==> config.mk <==
export PLATFORM = sky130hd
export DESIGN_NAME = threshold_binary_morphology_3x3
export DESIGN_NICKNAME = d
export VERILOG_FILES = /design/src/sv/tbm_pkg.sv /design/src/sv/threshold_binary_morphology_3x3.sv /design/src/sv/tbm_line_window.sv /design/src/sv/tbm_out_fifo.sv
export SDC_FILE = /design/constraint.sdc
export NUM_CORES = 2
export LEC_CHECK = 0
export ABC_AREA = 1
export ABC_CLOCK_PERIOD_IN_PS = 15780
export CORE_ASPECT_RATIO = 0.5
export CORE_UTILIZATION = 58
export DETAILED_ROUTE_END_ITERATION = 12
export DONT_BUFFER_PORTS = 1
export MAX_ROUTING_LAYER = met4
export PLACE_DENSITY = 0.76
export SYNTH_ARGS = -nofsm -noshare
export SYNTH_HDL_FRONTEND = slang
export SYNTH_SLANG_ARGS = --single-unit
==> constraint.sdc <==
create_clock -name clk -period 15.78 [get_ports clk]
set_input_delay 3.156 -clock clk [delete_from_list [all_inputs] [get_ports clk]]
set_output_delay 3.156 -clock clk [all_outputs]
set_load 0.01 [all_outputs]
==> src/sv/tbm_pkg.sv <==
`timescale 1ns / 1ps
// Shared types, codes and defaults for the thresholded 3x3 binary morphology block.
package tbm_pkg;

	localparam int DEF_MAX_WIDTH  = 1024;
	localparam int DEF_MAX_HEIGHT = 4096;

	// APB register map, one 32-bit word per register
	localparam int ADDR_W = 4;
	localparam int DATA_W = 32;

	typedef enum logic [1:0] {
		REG_THRESHOLD = 2'd0,
		REG_MODE      = 2'd1,
		REG_WIDTH     = 2'd2,
		REG_HEIGHT    = 2'd3
	} reg_idx_t;

	localparam logic [1:0] MODE_BINARIZE = 2'd0;
	localparam logic [1:0] MODE_DILATE   = 2'd1;
	localparam logic [1:0] MODE_ERODE    = 2'd2;

	localparam logic [7:0]  RST_THRESHOLD = 8'd128;
	localparam logic [1:0]  RST_MODE      = MODE_DILATE;
	localparam logic [10:0] RST_WIDTH     = 11'd640;
	localparam logic [12:0] RST_HEIGHT    = 13'd480;

	localparam logic [7:0] PIX_WHITE = 8'd255;
	localparam logic [7:0] PIX_BLACK = 8'd0;

	// result buffer
	localparam int FIFO_DEPTH = 3;
	localparam int FIFO_PTR_W = $clog2(FIFO_DEPTH);
	localparam int FIFO_CNT_W = $clog2(FIFO_DEPTH + 1);

	// per-pixel info worked out at input time, consumed in the window stage
	typedef struct packed {
		logic cur;       // thresholded pixel
		logic emit;      // this transfer yields a result
		logic fe;        // result is the last pixel of the frame
		logic sel_old;   // centre is last column of an earlier row: use window before shift
		logic left_ok;
		logic right_ok;
		logic top_ok;
		logic bot_ok;
	} pos_t;

	typedef struct packed {
		logic pix;
		logic fe;
	} res_t;

endpackage

==> src/sv/threshold_binary_morphology_3x3.sv <==
`timescale 1ns / 1ps
// Top level: thresholded binary 3x3 dilation / erosion on a raster pixel stream.
//
// Gray pixels arrive in raster order, are thresholded (at or above threshold is
// white) and leave as 0 or 255: the binary pixel itself (mode 0 or 3), its 3x3
// dilation (mode 1) or its 3x3 erosion (mode 2); the window is clipped at the
// image borders. One pixel per clock is accepted and one result per clock is
// delivered when not stalled. Each result trails its input by one line plus one
// pixel, so a frame of W x H needs W+1 pad transfers after its last pixel to
// flush; frame_end marks the result of the last pixel, after which the next
// transfer starts a new frame. The two previous binary lines live in one
// synchronous 2-bit x MAX_WIDTH memory, read when a pixel is taken and written
// back in the next cycle, with a bypass for one-pixel-wide frames; its contents
// start undefined and need no clearing pass, since an unwritten entry only
// reaches window positions outside the image. Each pixel is registered in the
// window stage, its result in the buffer. in_stall comes from registers only:
// it rises when the three-entry result buffer plus the item in the window stage
// could overfill it. Configure only while idle; writing frame_width or
// frame_height restarts the frame. Width 0 acts as 1, over MAX_WIDTH as
// MAX_WIDTH (likewise for height).
module threshold_binary_morphology_3x3 #(
	parameter int MAX_WIDTH  = tbm_pkg::DEF_MAX_WIDTH,
	parameter int MAX_HEIGHT = tbm_pkg::DEF_MAX_HEIGHT
) (
	input  logic                       clk,
	input  logic                       arst_n,
	// APB configuration
	input  logic                       psel,
	input  logic                       penable,
	input  logic                       pwrite,
	input  logic [tbm_pkg::ADDR_W-1:0] paddr,
	input  logic [tbm_pkg::DATA_W-1:0] pwdata,
	output logic [tbm_pkg::DATA_W-1:0] prdata,
	output logic                       pready,
	// pixel input
	input  logic                       in_valid,
	output logic                       in_stall,
	input  logic [7:0]                 gray_pixel,
	input  logic                       pad,
	// result output
	output logic                       out_valid,
	input  logic                       out_stall,
	output logic [7:0]                 out_pixel,
	output logic                       frame_end
);
	import tbm_pkg::*;

	localparam int CW = $clog2(MAX_WIDTH);        // column index
	localparam int WW = $clog2(MAX_WIDTH + 1);    // effective width
	localparam int HW = $clog2(MAX_HEIGHT + 1);   // effective height
	localparam int RW = $clog2(MAX_HEIGHT + 2);   // row count runs to height+1 during flush

	// ---------------- configuration registers ----------------
	logic [7:0]  threshold_q;
	logic [1:0]  mode_q;
	logic [10:0] frame_width_q;
	logic [12:0] frame_height_q;
	logic        cfg_wr;
	logic        restart;
	reg_idx_t    cfg_idx;

	assign pready  = 1'b1;
	assign cfg_wr  = psel && penable && pwrite && pready;
	assign cfg_idx = reg_idx_t'(paddr[3:2]);
	assign restart = cfg_wr && ((cfg_idx == REG_WIDTH) || (cfg_idx == REG_HEIGHT));

	always_ff @(posedge clk or negedge arst_n) begin
		if (!arst_n) begin
			threshold_q    <= RST_THRESHOLD;
			mode_q         <= RST_MODE;
			frame_width_q  <= RST_WIDTH;
			frame_height_q <= RST_HEIGHT;
		end else if (cfg_wr) begin
			case (cfg_idx)
				REG_THRESHOLD: threshold_q    <= pwdata[7:0];
				REG_MODE:      mode_q         <= pwdata[1:0];
				REG_WIDTH:     frame_width_q  <= pwdata[10:0];
				REG_HEIGHT:    frame_height_q <= pwdata[12:0];
				default:       ;
			endcase
		end
	end

	always_comb begin
		case (cfg_idx)
			REG_THRESHOLD: prdata = DATA_W'(threshold_q);
			REG_MODE:      prdata = DATA_W'(mode_q);
			REG_WIDTH:     prdata = DATA_W'(frame_width_q);
			REG_HEIGHT:    prdata = DATA_W'(frame_height_q);
			default:       prdata = '0;
		endcase
	end

	// clamped geometry
	logic [WW-1:0] w_eff;
	logic [HW-1:0] h_eff;

	always_comb begin
		if (frame_width_q == '0) begin
			w_eff = WW'(1);
		end else if (32'(frame_width_q) > MAX_WIDTH) begin
			w_eff = WW'(MAX_WIDTH);
		end else begin
			w_eff = WW'(frame_width_q);
		end
		if (frame_height_q == '0) begin
			h_eff = HW'(1);
		end else if (32'(frame_height_q) > MAX_HEIGHT) begin
			h_eff = HW'(MAX_HEIGHT);
		end else begin
			h_eff = HW'(frame_height_q);
		end
	end

	// ---------------- input side: raster position and border flags ----------------
	logic [CW-1:0] col_q;
	logic [RW-1:0] row_q;
	logic          in_acc;
	logic          col0, last_col;
	logic [RW-1:0] h_row, h_row_p1;
	pos_t          pos;

	assign in_acc   = in_valid && !in_stall;
	assign col0     = (col_q == '0);
	assign last_col = ((WW'(col_q) + WW'(1)) == w_eff);
	assign h_row    = RW'(h_eff);
	assign h_row_p1 = h_row + RW'(1);

	always_comb begin
		pos.cur     = !pad && (gray_pixel >= threshold_q);
		pos.emit    = (row_q >= RW'(1)) && (!col0 || (row_q >= RW'(2)));
		pos.fe      = pos.emit && col0 && (row_q == h_row_p1);
		pos.sel_old = col0;
		if (col0) begin
			// centre is the last pixel of the row two above
			pos.left_ok  = (w_eff > WW'(1));
			pos.right_ok = 1'b0;
			pos.top_ok   = (row_q > RW'(2));
			pos.bot_ok   = (row_q <= h_row);
		end else begin
			// centre is one column left, one row up
			pos.left_ok  = (col_q >= CW'(2));
			pos.right_ok = 1'b1;
			pos.top_ok   = (row_q >= RW'(2));
			pos.bot_ok   = (row_q < h_row);
		end
	end

	always_ff @(posedge clk or negedge arst_n) begin
		if (!arst_n) begin
			col_q <= '0;
			row_q <= '0;
		end else if (restart) begin
			col_q <= '0;
			row_q <= '0;
		end else if (in_acc) begin
			if (pos.fe) begin
				col_q <= '0;
				row_q <= '0;
			end else if (last_col) begin
				col_q <= '0;
				row_q <= row_q + RW'(1);
			end else begin
				col_q <= col_q + CW'(1);
			end
		end
	end

	// ---------------- line store + window stage ----------------
	logic busy;
	logic push;
	res_t res;

	tbm_line_window #(
		.MAX_WIDTH (MAX_WIDTH)
	) u_window (
		.clk     (clk),
		.arst_n  (arst_n),
		.accept  (in_acc),
		.col     (col_q),
		.pos     (pos),
		.restart (restart),
		.mode    (mode_q),
		.busy    (busy),
		.push    (push),
		.res     (res)
	);

	// ---------------- result buffer and output channel ----------------
	logic                  pop;
	res_t                  head;
	logic [FIFO_CNT_W-1:0] fifo_count;

	assign pop = out_valid && !out_stall;

	tbm_out_fifo u_fifo (
		.clk      (clk),
		.arst_n   (arst_n),
		.push     (push),
		.push_res (res),
		.pop      (pop),
		.valid    (out_valid),
		.head     (head),
		.count    (fifo_count)
	);

	assign out_pixel = head.pix ? PIX_WHITE : PIX_BLACK;
	assign frame_end = head.fe;

	// buffered results plus the one in flight must leave room for the next transfer
	assign in_stall = (({1'b0, fifo_count} + (FIFO_CNT_W + 1)'(busy))
	                  >= (FIFO_CNT_W + 1)'(FIFO_DEPTH));

	// ---------------- assertions ----------------
	a_fifo_no_overflow: assert property (@(posedge clk) disable iff (!arst_n)
		push |-> ((fifo_count < FIFO_CNT_W'(FIFO_DEPTH)) || pop))
		else $error("result buffer overflow");

	a_frame_restart: assert property (@(posedge clk) disable iff (!arst_n)
		(in_acc && pos.fe && !restart) |=> ((col_q == '0) && (row_q == '0)))
		else $error("raster position not cleared after frame end");

	a_row_bound: assert property (@(posedge clk) disable iff (!arst_n)
		row_q <= h_row_p1)
		else $error("row count ran past the flush row");

endmodule

==> src/sv/tbm_line_window.sv <==
`timescale 1ns / 1ps
// Line store memory, 3x3 window register and morphology evaluation.
module tbm_line_window #(
	parameter int MAX_WIDTH = tbm_pkg::DEF_MAX_WIDTH
) (
	input  logic                         clk,
	input  logic                         arst_n,
	input  logic                         accept,
	input  logic [$clog2(MAX_WIDTH)-1:0] col,
	input  tbm_pkg::pos_t                pos,
	input  logic                         restart,
	input  logic [1:0]                   mode,
	output logic                         busy,
	output logic                         push,
	output tbm_pkg::res_t                res
);
	import tbm_pkg::*;

	localparam int CW = $clog2(MAX_WIDTH);

	// entry = {lower row bit, upper row bit}
	logic [1:0]    line_mem [MAX_WIDTH];
	logic [1:0]    rd_s1;
	logic [CW-1:0] col_s1;
	pos_t          pos_s1;
	logic          v_s1;
	logic [8:0]    win_q;

	logic [2:0] new_col;
	logic [8:0] win_new;
	logic [1:0] wr_data;
	logic [2:0] lcol, ccol, rcol;
	logic [2:0] rowmask, lmask, rmask;
	logic [8:0] bits, present;
	logic       pix;

	// column stack: bit 0 upper, bit 1 centre, bit 2 lower (newest)
	assign new_col = {pos_s1.cur, rd_s1[1], rd_s1[0]};
	assign win_new = {new_col, win_q[8:3]};
	assign wr_data = {pos_s1.cur, rd_s1[1]};

	// read at input transfer, write back in the following cycle; forward on same column
	always_ff @(posedge clk) begin
		if (v_s1) begin
			line_mem[col_s1] <= wr_data;
		end
		if (accept) begin
			if (v_s1 && (col_s1 == col)) begin
				rd_s1 <= wr_data;
			end else begin
				rd_s1 <= line_mem[col];
			end
			col_s1 <= col;
			pos_s1 <= pos;
		end
	end

	always_ff @(posedge clk or negedge arst_n) begin
		if (!arst_n) begin
			v_s1  <= 1'b0;
			win_q <= '0;
		end else begin
			v_s1 <= accept;
			if (restart) begin
				win_q <= '0;
			end else if (v_s1) begin
				win_q <= pos_s1.fe ? '0 : win_new;
			end
		end
	end

	always_comb begin
		if (pos_s1.sel_old) begin
			lcol = win_q[5:3];
			ccol = win_q[8:6];
			rcol = '0;
		end else begin
			lcol = win_new[2:0];
			ccol = win_new[5:3];
			rcol = win_new[8:6];
		end
		rowmask = {pos_s1.bot_ok, 1'b1, pos_s1.top_ok};
		lmask   = pos_s1.left_ok  ? rowmask : 3'b000;
		rmask   = pos_s1.right_ok ? rowmask : 3'b000;
		bits    = {rcol & rmask, ccol & rowmask, lcol & lmask};
		present = {rmask, rowmask, lmask};
		case (mode)
			MODE_DILATE: pix = |bits;
			MODE_ERODE:  pix = (bits == present);
			default:     pix = ccol[1];
		endcase
	end

	assign busy = v_s1;
	assign push = v_s1 && pos_s1.emit;
	assign res  = '{pix: pix, fe: pos_s1.fe};

endmodule

==> src/sv/tbm_out_fifo.sv <==
`timescale 1ns / 1ps
// Three-entry result buffer between the window stage and the output channel.
module tbm_out_fifo (
	input  logic                               clk,
	input  logic                               arst_n,
	input  logic                               push,
	input  tbm_pkg::res_t                      push_res,
	input  logic                               pop,
	output logic                               valid,
	output tbm_pkg::res_t                      head,
	output logic [tbm_pkg::FIFO_CNT_W-1:0]     count
);
	import tbm_pkg::*;

	res_t                  fifo_mem [FIFO_DEPTH];
	logic [FIFO_PTR_W-1:0] wr_ptr_q, rd_ptr_q;
	logic [FIFO_CNT_W-1:0] count_q;

	function automatic logic [FIFO_PTR_W-1:0] ptr_inc(input logic [FIFO_PTR_W-1:0] p);
		ptr_inc = (p == FIFO_PTR_W'(FIFO_DEPTH - 1)) ? '0 : p + FIFO_PTR_W'(1);
	endfunction

	always_ff @(posedge clk) begin
		if (push) begin
			fifo_mem[wr_ptr_q] <= push_res;
		end
	end

	always_ff @(posedge clk or negedge arst_n) begin
		if (!arst_n) begin
			wr_ptr_q <= '0;
			rd_ptr_q <= '0;
			count_q  <= '0;
		end else begin
			if (push) begin
				wr_ptr_q <= ptr_inc(wr_ptr_q);
			end
			if (pop) begin
				rd_ptr_q <= ptr_inc(rd_ptr_q);
			end
			if (push && !pop) begin
				count_q <= count_q + FIFO_CNT_W'(1);
			end else if (pop && !push) begin
				count_q <= count_q - FIFO_CNT_W'(1);
			end
		end
	end

	assign valid = (count_q != '0);
	assign head  = fifo_mem[rd_ptr_q];
	assign count = count_q;

endmodule
==> results.py <==
metrics = {
    "status": {
        "status": "complete, no violations",
    },
    "cts": {
        "cts_hold_buf": 0,
        "post_cts_buffers": 0,
        "cts_resized": 0,
        "clk_pin_slew_worst_paths_ns": 0.06,
        "cts_tree": "built",
        "cts_buffers": 183,
        "h-tree-depth": 4,
        "clockRootBuffer": "clkbuf_16",
        "clkLatencyLatePin_ns": 0.83,
        "cts_buffer_depth": 3,
        "cts.sinks": 2144,
    },
    "timing": {
        "rsz0062_at_grt": "no",
        "relSlewSlack_pct": 14.98,
        "clock_skew_ns": 0.01946,
        "finalCritPeriodShare_pct": 45.55,
        "tns_ns": 0,
        "fmax_mhz": 139.1,
        "slew_viol_final": 0,
        "tightest_slew_ns": 1.272,
        "hold_viol_final": 0,
        "finalSetupViolations": 0,
        "fin_crit_ns": 7.187,
    },
    "worst_hold_path": {
        "hold_class": "flip-flop to flip-flop",
        "min_from": "u_fifo.count[0]",
    },
    "place": {
        "dp_hpwl_um": 128000,
        "portBuffers": 0,
        "place.gp.congestion": 0.9025,
    },
    "routing": {
        "vias": 67906,
        "drt.antenna.violating_nets": 0,
        "wl_per_cell_um": 21.66,
        "drt_iter0_drc": 10289,
        "viasPerCell": 5.891,
        "remaining_drc_errors": 0,
        "drtPass1Iterations": 9,
        "drt-total-wl_um": 249700,
    },
    "cells_and_area": {
        "seq_area_mm2": 0.06405,
        "drive_gt1_share_pct": 4.897,
        "layout.nets": 9295,
        "area_delta_synth_final_pct": 6.997,
        "layout_commonest_cell": "nor2_1",
        "nFillCells": 12354,
        "final_cell_mix": "nor2_1, nand2_1, edfxtp_1",
        "final_util_pct": 62.84,
        "multi_input_area_mm2": 0.02629,
    },
    "global_routing": {
        "grt_max_degree": 248,
        "grt_overflow": 0,
        "grt_pass1_wl_um": 369800,
        "globalRouteTotalUtil_pct": 30.76,
        "antenna_found_initial": 6,
        "grt_pass1_vias": 63953,
    },
    "worst_setup_path": {
        "cp-startpoint": "paddr[3]",
        "path_max_fanout": 10,
        "reg2reg_to": "u_window.rd_s1[0]",
        "endpoint_kind": "output port",
        "cp-start-kind": "input pin",
        "slowest_delay_ns": 0.38,
        "path_class": "input pin to output port",
        "setup.worst_path.end": "prdata[4]",
        "cpMaxStageDelayCell": "o221ai_1",
        "crit_chain": "inv_1 -> nor2_1 -> clkinv_1 -> o221ai_1",
        "cp_data_arrival_time_ns": 4.03,
        "r2r-start": "col_q[1]",
        "r2r_slack_ns": 9.86,
        "reg2reg_depth": 19,
        "cp.required_ns": 12.62,
    },
    "yosys": {
        "synth_cell_types": 49,
        "syn-cell-area_mm2": 0.09492,
        "synth_cells": 9519,
        "yosysWarningCount": 0,
        "synth_seq_area_share_pct": 67.47,
        "synth.avg_cell_area_um2": 9.972,
        "synth-seq-cells": 2144,
    },
    "power": {
        "vdd_ir_drop_max_mv": 0.2292,
        "powerDensity_mw_per_mm2": 173.1,
        "leakage_nw": 36.73,
        "total_power_mw": 17.58,
    },
    "die": {
        "rows": 104,
        "die_y_um": 288.1,
        "start_util_pct": 58.73,
        "design.die.area_mm2": 0.1654,
        "ios": 96,
        "die_x_um": 574.1,
        "core_area_mm2": 0.1616,
    },
    "flow_run": {
        "maxCapViolations": 0,
    },
}
==> worst min-delay path by stage <==
stage	cells after the start	slack [ns]	to
floorplan	0	0.42	u_window.col_s1[4]
global placement	2	0.48	threshold_q[7]
detailed placement	1	0.50	u_fifo.count[0]
CTS	1	0.51	u_fifo.count[0]
global route	1	0.53	u_fifo.count[0]
finish	1	0.50	u_fifo.count[0]
==> layout make-up <==
cell class | instances | area share (%)
well taps | 2173 | 2.677
inverters | 455 | 1.706
clock inverters | 94 | 0.7700
flip-flops and latches | 2144 | 63.07
repair buffers | 138 | 1.143
diodes | 2 | 0.004928
multi-input cells | 6287 | 25.88
clock buffers | 235 | 4.752
==> cell usage after synthesis, drive strengths merged <==
master | instances | area share (%)
nand3b | 2 | 0.016
a41oi | 1 | 0.0092
xor2 | 28 | 0.26
nand2 | 2242 | 8.9
a211oi | 1 | 0.0079
o211ai | 6 | 0.047
a21boi | 1 | 0.0079
inv | 451 | 1.8
nor3b | 1 | 0.0079
o21a | 2 | 0.016
o21ai | 961 | 5.1
dfstp | 8 | 0.22
o21bai | 2 | 0.016
ha | 34 | 0.45
mux2 | 1 | 0.012
o22ai | 78 | 0.51
xnor2 | 4 | 0.037
clkinv | 4 | 0.016
a31oi | 1 | 0.0066
nor3 | 32 | 0.18
nor2 | 2548 | 10
o221ai | 8 | 0.074
nor4 | 3 | 0.020
conb | 2 | 0.0079
buf | 334 | 2.0
a21o | 2 | 0.016
or2 | 4 | 0.026
nand3 | 225 | 1.2
a21oi | 29 | 0.16
o2111ai | 2 | 0.018
dfrtp | 62 | 1.6
clkbuf | 317 | 1.3
edfxtp | 2074 | 66
nand4 | 49 | 0.32
==> layer usage <==
layer / GRT usage [%] / wire, um
met1: 40.13 / 93110
met2: 48.65 / 114800
met3: 5.381 / 32290
met4: 11.71 / 9483
met5: - / 0
==> logic make-up (layout without fill, tap and decap cells) <==
group	count (synthesis)	in the layout	share of synthesized area (%)
XOR/XNOR	32	32	0.2953
AND/OR/NAND/NOR	5106	5106	20.78
AO/OA/AOI/OAI	1094	1094	5.965
adder cells (fa/ha/maj)	34	34	0.4482
other	2	22	0.007912
buffers and inverters	1106	922	5.026
multiplexers	1	1	0.01186
flip-flops	2144	2144	67.47
==> power breakdown <==
group	internal [mW]	total (mW)	leakage (nW)	switching, mW
registers	7.06	7.21	19.6	0.142
clock network	2.31	4.35	2.73	2.03
logic	1.42	6.03	14.4	4.61
total	10.8	17.6	36.7	6.78
==> stage by stage <==
| step | hold slack [ns] | setup slack (ns) | cells | instance area, um^2 |
|---|---|---|---|---|
| global route | 0.5257 | 8.530 | 11527 | 101600 |
| global placement | 0.4792 | 8.627 | 11197 | 95950 |
| floorplan | 0.4196 | 1.021 | 9537 | 94990 |
| finish | 0.5014 | 8.593 | 11528 | 101600 |
| detailed placement | 0.4997 | 8.613 | 11197 | 95950 |
| CTS | 0.5087 | 8.615 | 11526 | 101600 |
==> registers in the layout, indices dropped and copies added, names as in the netlist <==
signal / flops
u_window.line_mem: 2048
frame_height_q: 13
row_q: 13
frame_width_q: 11
col_q: 10
u_window.col_s1: 10
threshold_q: 8
u_fifo.fifo_mem: 6
u_window.pos_s1: 6
u_window.win_q: 6
mode_q: 2
u_fifo.count: 2
u_fifo.rd_ptr_q: 2
u_fifo.wr_ptr_q: 2
u_window.rd_s1: 2
u_window.busy: 1
u_window.new_col: 1
u_window.res: 1
==> critical path, delay by kind of cell <==
kind            cells  cell delay [ns]
simple gates        1             0.17
compound gates      1             0.38
buf+inv             2             0.32
No activity file was read; power rests on OpenSTA's default activity.
